**src/hw/rtl/wwoc_pkg.sv**
```systemverilog
// ----------------------------------------------------------------------------
// wwoc_pkg
// Shared constants, types and the delimiter decode for the whole-word
// occurrence counter.
// ----------------------------------------------------------------------------
`default_nettype none

package wwoc_pkg;

  // Default parameter values
  localparam int DEF_MAX_WORD_LEN = 16;
  localparam int DEF_COUNT_BITS   = 32;

  // Fixed field widths
  localparam int BYTE_W     = 8;
  localparam int WORD_LEN_W = 5;
  localparam int CFG_IDX_W  = 2;
  localparam int CFG_DATA_W = 64;
  localparam int OCC_W      = 32;

  // Configuration register indexes
  localparam logic [CFG_IDX_W-1:0] CFG_WORD_LO  = 2'd0;
  localparam logic [CFG_IDX_W-1:0] CFG_WORD_HI  = 2'd1;
  localparam logic [CFG_IDX_W-1:0] CFG_WORD_LEN = 2'd2;

  // Special byte codes
  localparam logic [BYTE_W-1:0] CH_NUL = 8'h00;
  localparam logic [BYTE_W-1:0] CH_NL  = 8'h0A;

  // One staged text beat handed to the scanner
  typedef struct packed {
    logic              vld;
    logic [BYTE_W-1:0] text_byte;
    logic              eot;
  } step_t;

  // Token delimiter set
  function automatic logic is_delim(input logic [BYTE_W-1:0] b);
    logic hit;
    hit = 1'b0;
    case (b)
      8'h20, 8'h09, 8'h0A, 8'h2C, 8'h3B, 8'h2E, 8'h3D, 8'h22,
      8'h28, 8'h29, 8'h5F, 8'h7B, 8'h7D, 8'h3C, 8'h3E, 8'h21,
      8'h3F, 8'h26, 8'h2D, 8'h24, 8'h2A, 8'h2B, 8'h3A: hit = 1'b1;
      default: hit = 1'b0;
    endcase
    return hit;
  endfunction

endpackage

`default_nettype wire

```
**src/hw/rtl/wwoc_scan.sv**
```systemverilog
// ----------------------------------------------------------------------------
// wwoc_scan
// Token tracker and match counter: consumes one staged text byte per cycle while step.vld is set.
// ----------------------------------------------------------------------------
`default_nettype none

module wwoc_scan #(
  parameter int MAX_WORD_LEN = wwoc_pkg::DEF_MAX_WORD_LEN,
  parameter int COUNT_BITS   = wwoc_pkg::DEF_COUNT_BITS
) (
  input  wire logic                                   clk,
  input  wire logic                                   rst_n,
  input  wire wwoc_pkg::step_t                        step,
  input  wire logic [wwoc_pkg::CFG_DATA_W-1:0]        word_lo,
  input  wire logic [wwoc_pkg::CFG_DATA_W-1:0]        word_hi,
  input  wire logic [wwoc_pkg::WORD_LEN_W-1:0]        word_len,
  output logic      [COUNT_BITS-1:0]                  fin_count
);
  import wwoc_pkg::*;

  localparam int POS_W = $clog2(MAX_WORD_LEN + 1);
  localparam logic [WORD_LEN_W-1:0] MAX_LEN = WORD_LEN_W'(MAX_WORD_LEN);

  logic [POS_W-1:0]      pos_r, pos_nxt;
  logic                  tok_r, tok_nxt;
  logic                  mat_r, mat_nxt;
  logic                  skip_r, skip_nxt;
  logic [COUNT_BITS-1:0] cnt_r, cnt_nxt;

  logic [2*CFG_DATA_W-1:0] word;
  logic                    len_ok;
  logic                    hit1, hit2;
  logic [POS_W-1:0]        p;
  logic                    m;
  logic [3:0]              bidx;
  logic [BYTE_W-1:0]       wbyte;
  logic [POS_W-1:0]        pos_s;
  logic                    tok_s, mat_s, skip_s;
  logic [COUNT_BITS-1:0]   cnt_a;

  assign word   = {word_hi, word_lo};
  assign len_ok = (word_len != '0) && (word_len <= MAX_LEN);
  assign p      = tok_r ? pos_r : '0;
  assign m      = tok_r ? mat_r : 1'b1;
  assign bidx   = 4'(p);
  assign wbyte  = word[{bidx, 3'b000} +: BYTE_W];

  // Closing the current open token
  assign hit1 = tok_r && mat_r && len_ok && (WORD_LEN_W'(pos_r) == word_len);

  always_comb begin
    pos_s  = pos_r;
    tok_s  = tok_r;
    mat_s  = mat_r;
    skip_s = skip_r;
    cnt_a  = cnt_r;
    if (skip_r) begin
      if (step.text_byte == CH_NL) begin
        skip_s = 1'b0;
      end
    end else if (step.text_byte == CH_NUL || is_delim(step.text_byte)) begin
      if (hit1 && cnt_r != '1) begin
        cnt_a = cnt_r + 1'b1;
      end
      tok_s  = 1'b0;
      mat_s  = 1'b0;
      pos_s  = '0;
      skip_s = (step.text_byte == CH_NUL);
    end else begin
      tok_s = 1'b1;
      pos_s = p;
      mat_s = m;
      if (m) begin
        if (WORD_LEN_W'(p) < word_len && WORD_LEN_W'(p) < MAX_LEN &&
            wbyte == step.text_byte) begin
          pos_s = p + 1'b1;
        end else begin
          mat_s = 1'b0;
        end
      end
    end
  end

  // End of text closes whatever token is still open
  assign hit2 = tok_s && mat_s && len_ok && (WORD_LEN_W'(pos_s) == word_len);
  assign fin_count = (hit2 && cnt_a != '1) ? cnt_a + 1'b1 : cnt_a;

  always_comb begin
    pos_nxt  = pos_r;
    tok_nxt  = tok_r;
    mat_nxt  = mat_r;
    skip_nxt = skip_r;
    cnt_nxt  = cnt_r;
    if (step.vld) begin
      if (step.eot) begin
        pos_nxt  = '0;
        tok_nxt  = 1'b0;
        mat_nxt  = 1'b0;
        skip_nxt = 1'b0;
        cnt_nxt  = '0;
      end else begin
        pos_nxt  = pos_s;
        tok_nxt  = tok_s;
        mat_nxt  = mat_s;
        skip_nxt = skip_s;
        cnt_nxt  = cnt_a;
      end
    end
  end

  always_ff @(posedge clk) begin
    if (!rst_n) begin
      pos_r  <= '0;
      tok_r  <= 1'b0;
      mat_r  <= 1'b0;
      skip_r <= 1'b0;
      cnt_r  <= '0;
    end else begin
      pos_r  <= pos_nxt;
      tok_r  <= tok_nxt;
      mat_r  <= mat_nxt;
      skip_r <= skip_nxt;
      cnt_r  <= cnt_nxt;
    end
  end

endmodule

`default_nettype wire

```
**src/hw/rtl/whole_word_occurrence_counter_top.sv**
```systemverilog
// ----------------------------------------------------------------------------
// whole_word_occurrence_counter_top
// Counts tokens in a byte stream that equal a configured search word.
// ----------------------------------------------------------------------------
// The block takes one text byte per beat and sustains one byte per clock
// unless an end_of_text byte meets a previous result that is still waiting.
// A byte lands in an input register and is scanned there against the search
// word; the end_of_text byte loads the result register. Tokens are
// split on space, tab, newline and , ; . = " ( ) _ { } < > ! ? & - $ * + :.
// A token counts only when its length equals word_length and every byte
// agrees; a word length of zero or above MAX_WORD_LEN never matches. A zero
// byte closes the open token and drops the rest of its line through the next
// newline. After a result, all counting state returns to zero for the next
// stream. Write the search word registers only while the block is idle.
// ----------------------------------------------------------------------------
`default_nettype none

module whole_word_occurrence_counter_top #(
  parameter int MAX_WORD_LEN = wwoc_pkg::DEF_MAX_WORD_LEN,
  parameter int COUNT_BITS   = wwoc_pkg::DEF_COUNT_BITS
) (
  input  wire logic                               clk,
  input  wire logic                               rst_n,
  // Text input channel
  input  wire logic                               in_valid,
  output logic                                    in_stall,
  input  wire logic [wwoc_pkg::BYTE_W-1:0]        in_text_byte,
  input  wire logic                               in_end_of_text,
  // Result channel
  output logic                                    out_valid,
  input  wire logic                               out_stall,
  output logic      [wwoc_pkg::OCC_W-1:0]         out_occurrences,
  output logic                                    out_found,
  // Configuration write channel
  input  wire logic                               cfg_valid,
  output logic                                    cfg_ready,
  input  wire logic [wwoc_pkg::CFG_IDX_W-1:0]     cfg_index,
  input  wire logic [wwoc_pkg::CFG_DATA_W-1:0]    cfg_data
);
  import wwoc_pkg::*;

  // Configuration registers
  logic [CFG_DATA_W-1:0] word_lo_r, word_hi_r;
  logic [WORD_LEN_W-1:0] word_len_r;

  // Input stage
  logic                  stg_vld_r, stg_vld_nxt;
  logic [BYTE_W-1:0]     stg_byte_r;
  logic                  stg_eot_r;

  // Result register
  logic                  out_vld_r, out_vld_nxt;
  logic [OCC_W-1:0]      out_occ_r;
  logic                  out_fnd_r;

  logic                  adv;
  logic                  in_acc;
  step_t                 step;
  logic [COUNT_BITS-1:0] fin_count;
  logic [OCC_W-1:0]      occ_sat;

  // Hold the staged byte only when it ends a stream and the previous result
  // is still waiting; any other byte advances at once.
  assign adv      = stg_vld_r && !(stg_eot_r && out_vld_r && out_stall);
  assign in_stall = stg_vld_r && !adv;
  assign in_acc   = in_valid && !in_stall;

  assign cfg_ready = 1'b1;

  always_ff @(posedge clk) begin
    if (!rst_n) begin
      word_lo_r  <= '0;
      word_hi_r  <= '0;
      word_len_r <= '0;
    end else if (cfg_valid && cfg_ready) begin
      case (cfg_index)
        CFG_WORD_LO:  word_lo_r  <= cfg_data;
        CFG_WORD_HI:  word_hi_r  <= cfg_data;
        CFG_WORD_LEN: word_len_r <= cfg_data[WORD_LEN_W-1:0];
        default:      ;
      endcase
    end
  end

  // Input stage: refill whenever the staged beat moves on or the stage is empty
  always_comb begin
    stg_vld_nxt = stg_vld_r;
    if (in_acc) begin
      stg_vld_nxt = 1'b1;
    end else if (adv) begin
      stg_vld_nxt = 1'b0;
    end
  end

  always_ff @(posedge clk) begin
    if (!rst_n) begin
      stg_vld_r <= 1'b0;
    end else begin
      stg_vld_r <= stg_vld_nxt;
    end
  end

  always_ff @(posedge clk) begin
    if (in_acc) begin
      stg_byte_r <= in_text_byte;
      stg_eot_r  <= in_end_of_text;
    end
  end

  assign step.vld       = adv;
  assign step.text_byte = stg_byte_r;
  assign step.eot       = stg_eot_r;

  wwoc_scan #(
    .MAX_WORD_LEN (MAX_WORD_LEN),
    .COUNT_BITS   (COUNT_BITS)
  ) u_scan (
    .clk       (clk),
    .rst_n     (rst_n),
    .step      (step),
    .word_lo   (word_lo_r),
    .word_hi   (word_hi_r),
    .word_len  (word_len_r),
    .fin_count (fin_count)
  );

  // Clamp a wider count to the 32-bit result field
  always_comb begin
    occ_sat = OCC_W'(fin_count);
    if (COUNT_BITS > OCC_W && (fin_count >> OCC_W) != '0) begin
      occ_sat = '1;
    end
  end

  // Result register: load on end of text, drop once taken
  always_comb begin
    out_vld_nxt = out_vld_r;
    if (adv && stg_eot_r) begin
      out_vld_nxt = 1'b1;
    end else if (!out_stall) begin
      out_vld_nxt = 1'b0;
    end
  end

  always_ff @(posedge clk) begin
    if (!rst_n) begin
      out_vld_r <= 1'b0;
    end else begin
      out_vld_r <= out_vld_nxt;
    end
  end

  always_ff @(posedge clk) begin
    if (adv && stg_eot_r) begin
      out_occ_r <= occ_sat;
      out_fnd_r <= (fin_count != '0);
    end
  end

  assign out_valid       = out_vld_r;
  assign out_occurrences = out_occ_r;
  assign out_found       = out_fnd_r;

endmodule

`default_nettype wire

```
**config.mk**
```make
export PLATFORM = sky130hd
export DESIGN_NAME = whole_word_occurrence_counter_top
export DESIGN_NICKNAME = d
export VERILOG_FILES = /design/src/hw/rtl/wwoc_pkg.sv /design/src/hw/rtl/wwoc_scan.sv /design/src/hw/rtl/whole_word_occurrence_counter_top.sv
export SDC_FILE = /design/constraint.sdc
export NUM_CORES = 1
export LEC_CHECK = 0
export BUFFER_PORTS_ARGS = -buffer_cell sky130_fd_sc_hd__clkbuf_2
export CAP_MARGIN = 20
export CORE_ASPECT_RATIO = 1.5
export CORE_UTILIZATION = 35
export CTS_BUF_LIST = sky130_fd_sc_hd__clkbuf_8
export DETAILED_ROUTE_END_ITERATION = 10
export MAX_ROUTING_LAYER = met4
export SLEW_MARGIN = 20
export SYNTH_ARGS = -nofsm -noshare
export SYNTH_HDL_FRONTEND = slang
export SYNTH_HIERARCHICAL = 1
export SYNTH_SLANG_ARGS = --single-unit
```
**constraint.sdc**
```tcl
create_clock -name clk -period 6.6 [get_ports clk]
set_input_delay 0.99 -clock clk [delete_from_list [all_inputs] [get_ports clk]]
set_output_delay 0.99 -clock clk [all_outputs]
set_load 0.005 [all_outputs]
```
# After elaboration in Yosys (flattened, before gate mapping)
# Index checks and enable logic that the tools add are counted.
dict set report word_totals {
  ff_bits 217
  output_inout_bits 36
  wordCells 112
}
dict set report classes {
  n_addsub 3
  magnitude_cmp 3
  n_eq_ne 31
  n_shift 1
  mux 30
  n_reduce_logical 30
}
# op count
set ops {}
lappend ops {{32-bit 2-to-1 mux} 5}
lappend ops {{8-bit by 6-bit equality test with 1-bit output, second input constant} 18}
lappend ops {{128-bit by 8-bit indexed part select with 8-bit output} 1}
lappend ops {{32-bit by 1-bit adder with 32-bit output, second input constant} 2}
lappend ops {{32-bit != test, second input constant} 2}
lappend ops {{32-bit nonzero test} 1}
lappend ops {{5-bit 2-to-1 mux} 6}
lappend ops {{8-bit by 7-bit equality test with 1-bit output, second input constant} 3}
lappend ops {{23-bit OR reduction} 1}
lappend ops {{1-bit 2-to-1 mux} 19}
lappend ops {{1-bit logical AND} 17}
lappend ops {{8-bit by 4-bit equality test with 1-bit output, second input constant} 2}
lappend ops {{5-bit equality test} 2}
lappend ops {{8-bit equality test} 1}
lappend ops {{8-bit zero test} 1}
lappend ops {{2-bit AND reduction} 3}
lappend ops {{5-bit by 1-bit adder with 5-bit output, second input constant} 1}
lappend ops {{5-bit <= comparator, second input constant} 1}
lappend ops {{5-bit < comparator} 1}
lappend ops {{5-bit < comparator, second input constant} 1}
lappend ops {{5-bit nonzero test} 1}
lappend ops {{1-bit zero test} 3}
lappend ops {{2-bit by 1-bit equality test with 1-bit output, second input constant} 1}
lappend ops {{2-bit equality test, second input constant} 1}
lappend ops {{other kinds (4)} 4}

# Longest topological paths before layout
dict set report depth {
  depth_word 14
  depth_mapped 21
  mapped_depth_nobuf 18
}

# Hierarchy
# Netlist, hierarchy kept.
# module n_inst cells_each area_per_inst_um2 seq_area_each_um2
set by_module_without_submodules {}
lappend by_module_without_submodules {whole_word_occurrence_counter_top 1 641 6388.6 3963.8}
lappend by_module_without_submodules {wwoc_scan 1 823 5781.8 800.8}

# Worst setup path before layout
# Ideal clock, no wire load.
dict set report synth_timing {
  path_type {reg2reg}
  from {register u_scan.cnt_r[1]}
  to {register out_fnd_r, in the netlist out_found, data pin}
  setup_ns 0.262
  t_arrival_ns 4.704
  t_required_ns 6.338
  setup_slack_ns 1.633
  path_stages_with_launch 21
  path_buffers 4
  cell_sequence {dfxtp_1 -> ha_1 -> clkbuf_1 -> and2_1 -> clkbuf_1 -> nand4_1 -> or4_1 -> o211ai_2 -> clkbuf_1 -> xnor2_1 -> ha_1 -> nand2_1 -> or4_4 -> or3b_1 -> and3b_1 -> buf_6 -> and3_4 -> xnor2_2 -> nor4_1 -> nand4_1 -> or2_2}
}
dict set report synth_between {
  elab_chain_len 9
}
# element line
set synth_lines {}
lappend synth_lines {{start: declaration} wwoc_scan.sv:28} ;# logic [COUNT_BITS-1:0] cnt_r, cnt_nxt;
lappend synth_lines {{start signal: assignment} wwoc_scan.sv:123} ;# cnt_r <= cnt_nxt;
lappend synth_lines {{parallel branches: the longest is 4 deep, another holds 32-bit by 1-bit adder with 32-bit output} n/a}
lappend synth_lines {{32-bit 2-to-1 mux *} wwoc_scan.sv:57} ;# if (skip_r) begin
lappend synth_lines {{parallel branches: the longest is 2 deep, another holds 32-bit by 1-bit adder with 32-bit output} n/a}
lappend synth_lines {{32-bit 2-to-1 mux *} wwoc_scan.sv:86} ;# assign fin_count = (hit2 && cnt_a != '1) ? cnt_a + 1'b1 : cnt_a;
lappend synth_lines {{named net fin_count[13]} whole_word_occurrence_counter_top.sv:59} ;# logic [COUNT_BITS-1:0] fin_count;
lappend synth_lines {{32-bit nonzero test *} whole_word_occurrence_counter_top.sv:156} ;# out_fnd_r <= (fin_count != '0);
lappend synth_lines {{end signal: assignment} whole_word_occurrence_counter_top.sv:156}
lappend synth_lines {{end: declaration} whole_word_occurrence_counter_top.sv:54} ;# logic out_fnd_r;
# Mark *: on every way through the listed nets, which the timed path passes.
# A chain may end at the register's enable or synchronous reset.

# Final worst setup path
dict set report layout_timing {
  from {register stg_byte_r[1]}
  to {register out_fnd_r, in the netlist out_found, data pin}
}
dict set report layout_between {
  elab_chain_len 13
}
# element line
set layout_lines {}
lappend layout_lines {{start: declaration} whole_word_occurrence_counter_top.sv:48} ;# logic [BYTE_W-1:0] stg_byte_r;
lappend layout_lines {{start signal: assignment} whole_word_occurrence_counter_top.sv:105} ;# stg_byte_r <= in_text_byte;
lappend layout_lines {{parallel branches: the longest is 11 deep, another holds 32-bit by 1-bit adder with 32-bit output} n/a}
lappend layout_lines {{32-bit 2-to-1 mux *} wwoc_scan.sv:86}
lappend layout_lines {{named net fin_count[19]} whole_word_occurrence_counter_top.sv:59}
lappend layout_lines {{32-bit nonzero test *} whole_word_occurrence_counter_top.sv:156}
# Mark *: on every way through the listed nets, which the timed path passes. The select of a mux whose other input is x is not followed.

==> impl_metrics.yaml <==
status:
  outcome: "finished, final reports clean"
synth:
  syn-instance-count: 1464
  netlist_top_cells_area: "dfxtp_1, edfxtp_1, nand2_1, a21boi_0, mux2i_1"
  yosys_register_bits: 217
  synth-compound-area-share_pct: 19.4
  synth_edf_count: 42
  synthTopCellsByCount: "nand2_1, dfxtp_1, a21boi_0"
  avgSynthCellArea_um2: 8.31
  ys_async_sr_fraction_pct: 0
  yosysMostFrequentCell: "nand2_1"
  synth-adder-area-share_pct: 0.720
  synth_area_leader_cell: "dfxtp_1"
  synth_nets: 1551
  ys_types: 86
  ys_seq_area_share_pct: 39.1
  yosys-mux-area-fraction_pct: 4.72
  synthFlopType: "dfxtp_1"
  yosysWarnings: 6
  syn_area_um2: 12200
  yosys.area_share.simple_pct: 25.7
  synth_top_family_by_area: "simple AND/OR/NAND/NOR gates"
  synth_xor_area_share_pct: 5.17
  synthDominantCellAreaShare_pct: 28.8
global_routing:
  overflow: 0
  grtUsageTotal_pct: 21.4
  antenna_found_initial: 0
  grt_pass1_vias: 10800
  grt_pass1_wl_um: 58200
  grt_start_max_net_pins: 108
detailed_routing:
  wl_um: 36700
  drtAntennaViolNets: 0
  avgViaCountPerCell: 5.49
  drc: 0
  wire_per_inst_um: 18.4
  drtPass1Iterations: 7
  drt_iter0_markers: 629
  vias: 10900
timing:
  finalCriticalPeriod_ns: 5.62
  finClkSkew_ns: 0.0248
  rsz0062_at_grt: "false"
  setup_violations: 0
  min_period_over_period_pct: 85.2
  worst_pin_slew_ns: 0.985
  fmax_mhz: 178
  timing.setup.tns_ns: 0
  worst_slew_margin_rel_pct: 34.2
  drv_slew: 0
  hold_violations: 0
worst_setup_path:
  r2r-start: "stg_byte_r[1]$_DFFE_PP_"
  reg2reg_to: "out_found$_DFFE_PP_"
  cp-end-kind: "flip-flop"
  start_kind: "flip-flop"
  rr_worst_depth: 15
  reg2reg_slack_ns: 0.98
  crit_type: "reg2reg"
  critPathArrivalTime_ns: 5.91
  crit_path_max_fanout: 17
  cp_data_required_time_ns: 6.89
pwr:
  p_per_area_nw_per_um2: 207
  ir_worst_vdd_uv: 170
  p_leak_nw: 4.70
die:
  io_pins: 116
  fp-row-count: 83
  dieHeight_um: 230
  die_w_um: 154
  initial_core_util_pct: 35.5
  coreArea_um2: 34300
  dieArea_um2: 35500
final_layout:
  final_nets: 1626
  final_core_util_pct: 40.0
  regArea_um2: 4770
  antenna_cells: 0
  area_growth_syn_to_layout_pct: 12.6
  nFillCells: 3589
  multi_input_area_um2: 6810
  drive_above_1_share_pct: 14.0
  final_cells: 1989
clock_network:
  cts_tree: "done"
  post_cts_resized: 0
  clock_latency_ns: 0.56
  cts_root_buf: "clkbuf_8"
  cts_max_path_buffers: 3
  cts_buffers: 37
  cts_hold_buf: 0
  cts.sinks: 217
  cts_setup_buffers: 0
  clk_pin_slew_ns: 0.06
  cts_max_level: 2
worst_hold_path:
  hold_depth: 2
  worstHoldPathType: "reg2reg"
  holdPathEnd: "word_lo_r[54]$_SDFFE_PN0P_"
  hold_path_startpoint: "word_lo_r[54]$_SDFFE_PN0P_"
job:
  drv_cap: 0
placed_design:
  dp_cells: 1925
  gp_congestion: 0.979
  io_buffers: 114
  post-dp-hpwl_um: 26200
-- power breakdown --
part | switching, mW | internal [mW]
combinational | 0.117 | 0.0739
sequential | 0.0255 | 1.38
clock | 0.572 | 0.671
total | 0.715 | 2.13
-- through the flow --
| step | hold WS, ns | area [um^2] | setup slack [ns] | total power, mW |
|---|---|---|---|---|
| floorplan | 0.430 | 12200 | 1.63 | 1.55 |
| global placement | 0.441 | 13000 | 0.979 | 1.63 |
| detailed placement | 0.445 | 13000 | 0.944 | 1.63 |
| CTS | 0.455 | 13700 | 0.916 | 2.89 |
| global route | 0.471 | 13700 | 0.490 | 2.96 |
| finish | 0.452 | 13700 | 0.976 | 2.84 |
-- how the worst max path moves through the flow --
| stage | slack [ns] | endpoint | from | depth (start not counted) |
|---|---|---|---|---|
| after floorplan | 1.63 | out_found$_DFFE_PP_ | u_scan/cnt_r[1]$_SDFFE_PN0P_ | 20 |
| after global placement | 0.98 | out_found$_DFFE_PP_ | stg_byte_r[1]$_DFFE_PP_ | 15 |
| after detailed placement | 0.94 | out_found$_DFFE_PP_ | stg_byte_r[1]$_DFFE_PP_ | 15 |
| after CTS | 0.92 | out_found$_DFFE_PP_ | stg_byte_r[1]$_DFFE_PP_ | 15 |
| after global routing | 0.49 | out_found$_DFFE_PP_ | stg_byte_r[1]$_DFFE_PP_ | 15 |
| final | 0.98 | out_found$_DFFE_PP_ | stg_byte_r[1]$_DFFE_PP_ | 15 |
-- registers in the layout, indices dropped and copies added, names as in the netlist --
signal / count
word_hi_r: 64
out_occurrences: 32
word_lo_r: 64
word_len_r: 5
u_scan/mat_r: 1
u_scan/skip_r: 1
stg_byte_r: 8
u_scan/tok_r: 1
u_scan/cnt_r: 32
u_scan/pos_r: 5
stg_eot_r: 1
out_found: 1
stg_vld_r: 1
out_valid: 1
-- per-layer routing --
metal	part of all wire [%]	vias up	GRT usage, %
met5	0	-	-
met4	5.4	0	12.4
met3	3.8	121	2.74
met2	51	323	38.4
met1	39	5164	22.4
li1	-	5304	-
-- worst max-delay path, cell delays in order (launching register included) --
cell      delay, ns
edfxtp_1       0.55
and3b_1        0.27
a21oi_1        0.05
o32ai_1        0.78
o211ai_2       0.51
xnor2_1        0.43
ha_1           0.30
nand2_1        0.10
or4_4          0.47
or3b_1         0.43
and3b_1        0.34
nand3_1        0.16
xnor2_1        0.09
nor4_1         0.33
nand4_1        0.22
or2_2          0.33
-- cell usage in the layout, fill, tap and decap left out, drive strengths merged, types with 4 or more instances in the layout --
| cell type | count |
|---|---|
| o22a | 4 |
| a31oi | 9 |
| nor3 | 31 |
| nand3 | 32 |
| or3 | 10 |
| nand3b | 9 |
| a21oi | 43 |
| buf | 26 |
| nor2b | 49 |
| a21boi | 135 |
| o221ai | 24 |
| inv | 39 |
| o22ai | 12 |
| nor4b | 6 |
| or2 | 4 |
| o211ai | 4 |
| nor2 | 65 |
| dfxtp | 175 |
| xor2 | 24 |
| nand2b | 11 |
| ha | 7 |
| nor3b | 6 |
| nand2 | 323 |
| edfxtp | 42 |
| o21ai | 55 |
| nand4 | 26 |
| and3 | 13 |
| clkbuf | 152 |
| or4 | 5 |
| nor4 | 24 |
| xnor2 | 47 |
| mux2i | 54 |
| clkinv | 7 |
| and2 | 19 |
| and3b | 4 |
| a22oi | 13 |
-- layout make-up --
cell class	instances	share of cell area, %
Multi-Input combinational cell	1118	49.7
Timing Repair Buffer	139	5.55
Clock inverter	25	1.52
Tap cell	425	3.88
Sequential cell	217	34.8
Inverter	26	0.712
Clock buffer	39	3.92
-- logic make-up after synthesis --
group	after synthesis
simple gates	647
compound gates	335
flops	217
buf+inv	129
xor+xnor	71
mux	57
fa+ha+maj	7
other cells	1
Power figures use the tool's default switching activity.
